--- src/rtl/cca_pkg.sv ---
// Package with the date type, command codes and calendar helper functions of the calendar clock.
package cca_pkg;

    typedef enum logic {
        CMD_ADVANCE = 1'b0,
        CMD_LOAD    = 1'b1
    } cmd_t;

    typedef struct packed {
        logic [5:0]  second;
        logic [5:0]  minute;
        logic [4:0]  hour;
        logic [4:0]  day;
        logic [3:0]  month;
        logic [2:0]  weekday;
        logic [15:0] year;
    } date_t;

    localparam logic [3:0] MONTH_DEC   = 4'd11;
    localparam logic [2:0] WEEKDAY_SAT = 3'd6;

    function automatic logic [4:0] month_len(input logic [3:0] month);
        logic [4:0] len;
        case (month)
            4'd1:    len = 5'd28;
            4'd3:    len = 5'd30;
            4'd5:    len = 5'd30;
            4'd8:    len = 5'd30;
            4'd10:   len = 5'd30;
            default: len = 5'd31;
        endcase
        return len;
    endfunction

    function automatic date_t next_day(input date_t d);
        date_t      r;
        logic [5:0] day_inc;
        r = d;
        day_inc = {1'b0, d.day} + 6'd1;
        r.weekday = (d.weekday >= WEEKDAY_SAT) ? 3'd0 : d.weekday + 3'd1;
        if (day_inc > {1'b0, month_len(d.month)}) begin
            r.day = 5'd1;
            if (d.month >= MONTH_DEC) begin
                r.month = 4'd0;
                r.year  = d.year + 16'd1;
            end else begin
                r.month = d.month + 4'd1;
            end
        end else begin
            r.day = day_inc[4:0];
        end
        return r;
    endfunction

endpackage

--- src/rtl/calendar_clock_advance_core.sv ---
// Top level of the calendar clock: duration split stage and date update stage.
// The block holds a calendar date and time and returns it after every input transfer:
// an advance adds up to 65535 seconds with carries through minutes, hours, days,
// months (fixed lengths, February at 28 days) and the 16-bit year, and a load writes
// all fields as given. An item passes two registered stages: the input stage splits
// the duration into hours, minutes and seconds with two constant reciprocal multipliers,
// and the date stage adds that split to the held date and applies up to two day rollovers.
// A new item is taken every cycle while no result stalls; the result register holds
// the date and stalls only the input register behind it when the result is not taken.
// After reset the date is day 1 of January, year 0, at 00:00:00, weekday 0.
module calendar_clock_advance_core (
    input  logic        aclk,
    input  logic        aresetn,
    input  logic        s_valid,
    output logic        s_ready,
    input  logic        s_command,
    input  logic [15:0] s_duration,
    input  logic [5:0]  s_load_second,
    input  logic [5:0]  s_load_minute,
    input  logic [4:0]  s_load_hour,
    input  logic [4:0]  s_load_day,
    input  logic [3:0]  s_load_month,
    input  logic [2:0]  s_load_weekday,
    input  logic [15:0] s_load_year,
    output logic        m_valid,
    input  logic        m_ready,
    output logic [5:0]  m_cur_second,
    output logic [5:0]  m_cur_minute,
    output logic [4:0]  m_cur_hour,
    output logic [4:0]  m_cur_day,
    output logic [3:0]  m_cur_month,
    output logic [2:0]  m_cur_weekday,
    output logic [15:0] m_cur_year
);
    import cca_pkg::*;

    logic        in_valid_reg;
    logic        in_load_reg;
    logic [5:0]  in_dur_sec_reg;
    logic [5:0]  in_dur_min_reg;
    logic [4:0]  in_dur_hour_reg;
    date_t       in_load_date_reg;
    date_t       date_reg;
    date_t       date_next;
    logic        out_valid_reg;
    logic        advance;

    logic [29:0] q60_prod;
    logic [10:0] q60;
    logic [24:0] q3600_prod;
    logic [4:0]  q3600;
    logic [15:0] dur_sec_full;
    logic [10:0] dur_min_full;

    logic [6:0]  sec_sum;
    logic [1:0]  sec_carry;
    logic [6:0]  sec_wrap;
    logic [6:0]  min_sum;
    logic [1:0]  min_carry;
    logic [6:0]  min_wrap;
    logic [5:0]  hour_sum;
    logic [1:0]  day_carry;
    logic [5:0]  hour_wrap;
    date_t       adv_base;
    date_t       adv_one;
    date_t       adv_two;

    assign advance = in_valid_reg && (!out_valid_reg || m_ready);
    assign s_ready = !in_valid_reg || advance;

    // The duration is split into whole hours, minutes and seconds before it meets the date.
    assign q60_prod     = {16'd0, s_duration[15:2]} * 30'h8889;
    assign q60          = q60_prod[29:19];
    assign q3600_prod   = {13'd0, s_duration[15:4]} * 25'd4661;
    assign q3600        = q3600_prod[24:20];
    assign dur_sec_full = s_duration - {q60[9:0], 6'd0} + {3'd0, q60, 2'd0};
    assign dur_min_full = q60 - {q3600, 6'd0} + {4'd0, q3600, 2'd0};

    always_ff @(posedge aclk) begin
        if (!aresetn) begin
            in_valid_reg <= 1'b0;
        end else if (s_ready) begin
            in_valid_reg <= s_valid;
        end
        if (s_ready && s_valid) begin
            in_load_reg              <= (s_command == CMD_LOAD);
            in_dur_sec_reg           <= dur_sec_full[5:0];
            in_dur_min_reg           <= dur_min_full[5:0];
            in_dur_hour_reg          <= q3600;
            in_load_date_reg.second  <= s_load_second;
            in_load_date_reg.minute  <= s_load_minute;
            in_load_date_reg.hour    <= s_load_hour;
            in_load_date_reg.day     <= s_load_day;
            in_load_date_reg.month   <= s_load_month;
            in_load_date_reg.weekday <= s_load_weekday;
            in_load_date_reg.year    <= s_load_year;
        end
    end

    always_comb begin
        sec_sum = {1'b0, date_reg.second} + {1'b0, in_dur_sec_reg};
        if (sec_sum >= 7'd120) begin
            sec_carry = 2'd2;
            sec_wrap  = sec_sum - 7'd120;
        end else if (sec_sum >= 7'd60) begin
            sec_carry = 2'd1;
            sec_wrap  = sec_sum - 7'd60;
        end else begin
            sec_carry = 2'd0;
            sec_wrap  = sec_sum;
        end

        min_sum = {1'b0, date_reg.minute} + {1'b0, in_dur_min_reg} + {5'd0, sec_carry};
        if (min_sum >= 7'd120) begin
            min_carry = 2'd2;
            min_wrap  = min_sum - 7'd120;
        end else if (min_sum >= 7'd60) begin
            min_carry = 2'd1;
            min_wrap  = min_sum - 7'd60;
        end else begin
            min_carry = 2'd0;
            min_wrap  = min_sum;
        end

        hour_sum = {1'b0, date_reg.hour} + {1'b0, in_dur_hour_reg} + {4'd0, min_carry};
        if (hour_sum >= 6'd48) begin
            day_carry = 2'd2;
            hour_wrap = hour_sum - 6'd48;
        end else if (hour_sum >= 6'd24) begin
            day_carry = 2'd1;
            hour_wrap = hour_sum - 6'd24;
        end else begin
            day_carry = 2'd0;
            hour_wrap = hour_sum;
        end

        adv_base        = date_reg;
        adv_base.second = sec_wrap[5:0];
        adv_base.minute = min_wrap[5:0];
        adv_base.hour   = hour_wrap[4:0];
        adv_one = (day_carry != 2'd0) ? next_day(adv_base) : adv_base;
        adv_two = (day_carry == 2'd2) ? next_day(adv_one) : adv_one;

        date_next = in_load_reg ? in_load_date_reg : adv_two;
    end

    always_ff @(posedge aclk) begin
        if (!aresetn) begin
            out_valid_reg    <= 1'b0;
            date_reg.second  <= 6'd0;
            date_reg.minute  <= 6'd0;
            date_reg.hour    <= 5'd0;
            date_reg.day     <= 5'd1;
            date_reg.month   <= 4'd0;
            date_reg.weekday <= 3'd0;
            date_reg.year    <= 16'd0;
        end else begin
            if (advance) begin
                out_valid_reg <= 1'b1;
                date_reg      <= date_next;
            end else if (m_ready) begin
                out_valid_reg <= 1'b0;
            end
        end
    end

    assign m_valid       = out_valid_reg;
    assign m_cur_second  = date_reg.second;
    assign m_cur_minute  = date_reg.minute;
    assign m_cur_hour    = date_reg.hour;
    assign m_cur_day     = date_reg.day;
    assign m_cur_month   = date_reg.month;
    assign m_cur_weekday = date_reg.weekday;
    assign m_cur_year    = date_reg.year;

endmodule

--- config.mk ---
export PLATFORM = sky130hd
export DESIGN_NAME = calendar_clock_advance_core
export DESIGN_NICKNAME = d
export VERILOG_FILES = /design/src/rtl/cca_pkg.sv /design/src/rtl/calendar_clock_advance_core.sv
export SDC_FILE = /design/constraint.sdc
export NUM_CORES = 1
export LEC_CHECK = 0
export ABC_CLOCK_PERIOD_IN_PS = 12400
export BUFFER_PORTS_ARGS = -buffer_cell sky130_fd_sc_hd__buf_2
export CORE_MARGIN = 4
export CORE_UTILIZATION = 40
export DETAILED_ROUTE_END_ITERATION = 10
export GPL_ROUTABILITY_DRIVEN = 0
export SETUP_SLACK_MARGIN = 0.1
export SYNTH_ARGS = -nofsm -noshare
export SYNTH_HDL_FRONTEND = slang
export SYNTH_SLANG_ARGS = --single-unit
--- constraint.sdc ---
create_clock -name aclk -period 12.4 [get_ports aclk]
set_input_delay 3.1 -clock aclk [delete_from_list [all_inputs] [get_ports aclk]]
set_output_delay 3.1 -clock aclk [all_outputs]
set_load 0.03 [all_outputs]
# Yosys cells after proc, flatten, opt, wreduce, memory -nomap -nowiden
# Cells that the tools add are included.
op_classes:
  n_addsub: 23
  n_mul: 2
  order_cmp: 12
  eq_ne: 11
  mux: 31
  reduce_logical: 10
op_table:
  columns: ["operator", "n"]
  rows:
  - ["2-to-1 mux 16 bit", 4]
  - ["2-to-1 mux 28 bit", 2]
  - ["2-to-1 mux 45 bit", 1]
  - ["adder 16 x 1 -> 16 bit, second input constant", 2]
  - ["multiplier 12 x 13 -> 25 bit, second input constant", 1]
  - ["multiplier 14 x 16 -> 25 bit, second input constant", 1]
  - ["2-to-1 mux 6 bit", 4]
  - ["subtractor 6 bit, second input constant", 4]
  - ["2-to-1 mux 5 bit", 4]
  - ["== test 4 bit, second input constant", 4]
  - ["2-to-1 mux 4 bit", 4]
  - ["adder 6 x 6 -> 7 bit", 2]
  - [">= comparator 7 x 6 -> 1 bit, second input constant", 2]
  - [">= comparator 7 bit, second input constant", 2]
  - ["adder 5 x 1 -> 6 bit, second input constant", 2]
  - ["adder 6 bit", 2]
  - ["> comparator 6 x 5 -> 1 bit", 2]
  - ["subtractor 6 x 1 -> 6 bit, second input constant", 2]
  - ["subtractor 5 bit, second input constant", 2]
  - ["adder 4 x 1 -> 4 bit, second input constant", 2]
  - ["== test 4 x 1 -> 1 bit, second input constant", 2]
  - ["== test 4 x 2 -> 1 bit, second input constant", 2]
  - ["== test 4 x 3 -> 1 bit, second input constant", 2]
  - [">= comparator 4 bit, second input constant", 2]
  - ["17 further kinds", 32]
totals:
  reg_bits: 110
  inputBits: 66
  output_inout_bits: 47
  wordCells: 109

# Depth between registers and ports, before layout
logic_depth:
  depth_word: 21
  depth_mapped: 54
  ltp_nobuf: 51

# Least setup slack after synthesis
# No wires, ideal clock.
synth_timing:
  path_type: "register -> register"
  from: "register date_reg (netlist bit m_cur_second[0])"
  to: "register date_reg (netlist bit m_cur_year[12])"
  setup_ps: 120
  arrival_ps: 9985
  required_ps: 12280
  slack_ps: 2295
  stages_incl_launch_ff: 50
  n_path_buf: 3
  synth_period_minus_slack_ps: 10105
  path_cell_list: "dfxtp_1 ha_1 inv_1 fa_1 inv_1 a21oi_1 o21bai_1 xor2_1 ha_1 a31oi_1 or3_1 clkbuf_1 inv_1 fa_1 ha_1 fa_1 a21o_1 a21oi_1 [... 14 more ...] mux2_2 nand2_1 nand3_1 a21oi_1 inv_1 ha_1 a221oi_1 and3_1 ha_1 a21oi_1 nand2_1 mux2i_1 maj3_2 nand3_1 buf_2 or4b_1 nand3_1 a21oi_1"
synth_between:
  elab_chain_len: 21
  elab_cells_between_ends: 33
  classes_between: "add/sub: 5; order compare: 8; eq/ne: 6; mux: 12; reduce/logical: 2"
synth_lines:
  columns: ["item", "line_no", "text"]
  rows:
  - ["start, declared", "calendar_clock_advance_core.sv:43", "date_t date_reg;"]
  - ["start signal, assigned", "calendar_clock_advance_core.sv:160", "date_reg <= date_next;"]
  - ["adder 6 x 6 -> 7 bit *", "calendar_clock_advance_core.sv:101", "sec_sum = {1'b0, date_reg.second} + {1'b0, in_dur_sec_reg};"]
  - [">= comparator 7 x 6 -> 1 bit", "calendar_clock_advance_core.sv:105", "end else if (sec_sum >= 7'd60) begin"]
  - ["2-to-1 mux 1 bit", "calendar_clock_advance_core.sv:105", null]
  - ["2-to-1 mux 2 bit *", "calendar_clock_advance_core.sv:102", "if (sec_sum >= 7'd120) begin"]
  - ["adder 7 x 2 -> 7 bit *", "calendar_clock_advance_core.sv:113", "min_sum = {1'b0, date_reg.minute} + {1'b0, in_dur_min_reg} + {5'd0, sec_carry};"]
  - [">= comparator 7 x 6 -> 1 bit", "calendar_clock_advance_core.sv:117", "end else if (min_sum >= 7'd60) begin"]
  - ["2-to-1 mux 1 bit", "calendar_clock_advance_core.sv:117", null]
  - ["2-to-1 mux 2 bit *", "calendar_clock_advance_core.sv:114", "if (min_sum >= 7'd120) begin"]
  - ["[... 5 more ...]", null, null]
  - ["2-to-1 mux 28 bit", "calendar_clock_advance_core.sv:141", "adv_one = (day_carry != 2'd0) ? next_day(adv_base) : adv_base;"]
  - ["== test 4 bit, or another cell as far along", "cca_pkg.sv:24", "case (month)"]
  - ["OR reduction 4 bit (no source line)", null, null]
  - ["one-hot mux 2 bit (2 select lines)", "cca_pkg.sv:24", null]
  - ["> comparator 6 x 5 -> 1 bit", "cca_pkg.sv:41", "if (day_inc > {1'b0, month_len(d.month)}) begin"]
  - ["2-to-1 mux 16 bit", "cca_pkg.sv:41", null]
  - ["2-to-1 mux 28 bit *", "calendar_clock_advance_core.sv:142", "adv_two = (day_carry == 2'd2) ? next_day(adv_one) : adv_one;"]
  - ["2-to-1 mux 45 bit *", "calendar_clock_advance_core.sv:144", "date_next = in_load_reg ? in_load_date_reg : adv_two;"]
# Mark *: on every way between the ends. The rest lies on a longest branch, timed or not.
# A chain may end at the register's enable or synchronous reset.

# Final worst setup path
# Same ends and word-level chain as after synthesis.

==> metrics <==
most used cell, CP=ha_1; power density cells=about 150 nW/µm²; TritonCTS Buffers=9; fin cells=1,515; max_cap viols=0; Net Sw Frac=0.4191; root buffer cell=clkbuf_16; min-delay src=m_cur_second[5]; Async SR Flop Fraction=0; final setup TNS=0 ps; Max VDD drop=0.09652 mV; Hold EP=m_cur_second[5]; Seq/Total Area, Yosys=0.2711; DRC errors left=0; Combinational Power Share=0.553; reg2reg end=m_cur_year[12]; Crit Path Max Fanout=11; clock share of power=0.171; Setup Fix Bufs, Post-CTS=0; Die Area=between 20,000 and 30,000 µm²; # hold bufs at CTS=0; Final #Nets=1,496; DR vias/cell=5.374; max incr delay on CP=640 ps; Post-synth EDFFs=63; Placed Cells incl. Taps=1,499; largest net degree at the start of global routing=just under 70; Die X=169.6 µm; Seq pwr share=0.276; Synth area leader=ha_1; io pins=113; top cells by area, synth=ha_1, edfxtp_1, fa_1, dfxtp_1, inv_1; Cell Rows=58; CP Capture Type=flop; ANT cells=0; max frequency=89.17 MHz; synthesis warning total=0; post-synth cell types=75; first-pass GRT wire length=41.68 mm; Initial DRC Count=360; Post-Syn Area=roughly 10,000 µm²; CTS H-tree depth=3; Crit-path slowest cell=or4b_1; CTS tree=built; Slew @ Worst Pin=984.2 ps; Int Pwr=0.9954 mW; WL/cell=16.41 µm; core area=25,470 µm²; clock-pin slew on the worst setup and hold paths=80 ps; #FFs+latches synth=110; most common cell after layout, fill and taps aside=ha_1; TritonRoute pass-1 iters=5; ys flop type=edfxtp_1; Period Utilization, post-route=0.9044; Remaining Overflow, GRT=0; clk_skew=approximately 12 ps; hold-critical path depth=2; Post-DP HPWL=19.19 mm; status=completed; GRT Overall Usage=0.1770; initial antenna violation count=1; Worst Setup Start Kind=flop; final hold vios=0; RSZ-0062 raised after global routing=false; min Tclk post-route=11,210 ps; Mean Syn Cell Area=between 9 and 10 µm²; area fraction of the dominant cell type after synthesis=0.2347; max_slew headroom=0.3431; min setup slack post-route=between 1000 and 1500 ps; class of the worst hold path=flop to flop; Cells after Synth=~1,100; starting density of the core=0.4102; static leakage=5.462 nW; Clock Path Buffers=2; critical path arrival=11,470 ps; clock sinks=110; vias in the first global route=8,368; setup violators final=0; antenna viol nets, final=0; area grow syn2layout=11.17%; Crit path required time=around 13,000 ps; final wirelength=24.86 mm; share of layout cells above drive strength 1=0.1266; max reg flops=45; post-place setup slack=1283 ps; R2R cell count=46; Resized cells post-CTS=0; Net Switching=0.7183 mW; Slew Limit Fails=0; clk_lat worst skew=~370 ps; Crit Path Category=flop to flop; r2r startpoint=m_cur_second[0]; Vias=approximately 8,000; commonest non-fill, non-tap cells in the layout=ha_1, inv_1, buf_2; Port Buf Inserts=112; Syn Nets=roughly 1,400; final total power=1.714 mW; R2R setup slack=1190 ps; Die Ht=169.6 µm
-- metal layers --
layer,part of all wire,GRT usage,vias up
met5,0.00080,0,-
met4,0.021,0.05600,2
met3,0.053,0.02655,31
met2,0.50,0.3169,187
met1,0.43,0.2190,3864
li1,-,-,4058
-- how the worst max path moves through the flow --
stage                     from        endpoint  slack [ps]  depth (start not counted)
6_report       m_cur_second[0]  m_cur_year[12]        1190                         46
5_1_grt        m_cur_second[0]   m_cur_year[8]         390                         45
4_1_cts        m_cur_second[0]   m_cur_year[8]        1240                         45
3_5_place_dp   m_cur_second[0]  m_cur_year[12]        1280                         45
3_3_place_gp   m_cur_second[0]   m_cur_year[8]        1660                         46
2_1_floorplan  m_cur_second[0]  m_cur_year[12]        2290                         49
-- through the flow --
stage / area, µm² / util / hold WS, ps
finish: 11620 / 0.4560 / 484.0
floorplan: 10450 / - / 495.2
global route: 11620 / 0.4560 / 507.7
global placement: 11320 / 0.4443 / 468.5
CTS: 11620 / 0.4560 / 487.7
detailed placement: 11320 / 0.4443 / 477.0
-- cell usage after synthesis, types with 4 or more instances --
library cell and instances:
ha_1 196, inv_1 134, nand2_1 73, a21oi_1 66, edfxtp_1 63, nor2_1 60
fa_1 54, dfxtp_1 47, o21ai_0 40, xnor2_1 35, nand3_1 32, clkbuf_1 30
nor3_1 23, a211oi_1 16, a31oi_1 15, mux2i_1 14, o211ai_1 13, and3_1 12
xor2_1 12, a21o_1 11, nand2b_1 10, nor2b_1 10, o21a_1 7, or3_1 7
and2_1 6, nand4_1 6, o21bai_1 6, nor4_1 5, o31ai_1 5, a22o_1 4
buf_1 4, buf_2 4, o22ai_1 4
-- power by group through the flow --
stage / combinational [mW] / sequential (mW) / clock (mW)
2_1_floorplan: 0.714 / 0.494 / 0
5_1_grt: 1.11 / 0.479 / 0.317
6_report: 0.947 / 0.474 / 0.293
3_5_place_dp: 0.952 / 0.482 / 0
3_3_place_gp: 0.935 / 0.482 / 0
4_1_cts: 0.963 / 0.474 / 0.301
-- critical path: cells and delay by family, from the launching register on --
kind                     cells  cell delay (ps)
AO/OA/AOI/OAI               10             1750
XOR/XNOR                     3              730
adder cells (fa/ha/maj)     13             3880
buffers and inverters        5              480
flip-flops                   1              360
multiplexers                 2              460
AND/OR/NAND/NOR             13             3430
-- layout make-up --
class | count | area, µm²
tap | 330 | 412.9
clock inverter | 6 | 60.06
sequential | 110 | 2833
clock buffer | 10 | 239.0
timing repair buffer | 116 | 590.6
inverter | 135 | 506.7
multi-input combinational | 808 | 6974
fill | 2466 | 13860
-- logic make-up after synthesis --
group	Yosys count	synth area share
XOR/XNOR	48	0.04095
adder cells (fa/ha/maj)	251	0.3392
AND/OR/NAND/NOR	267	0.1275
multiplexers	17	0.01688
AO/OA/AOI/OAI	225	0.1417
flip-flops	110	0.2711
buffers and inverters	173	0.06263
(Power assumes the default switching activity.)
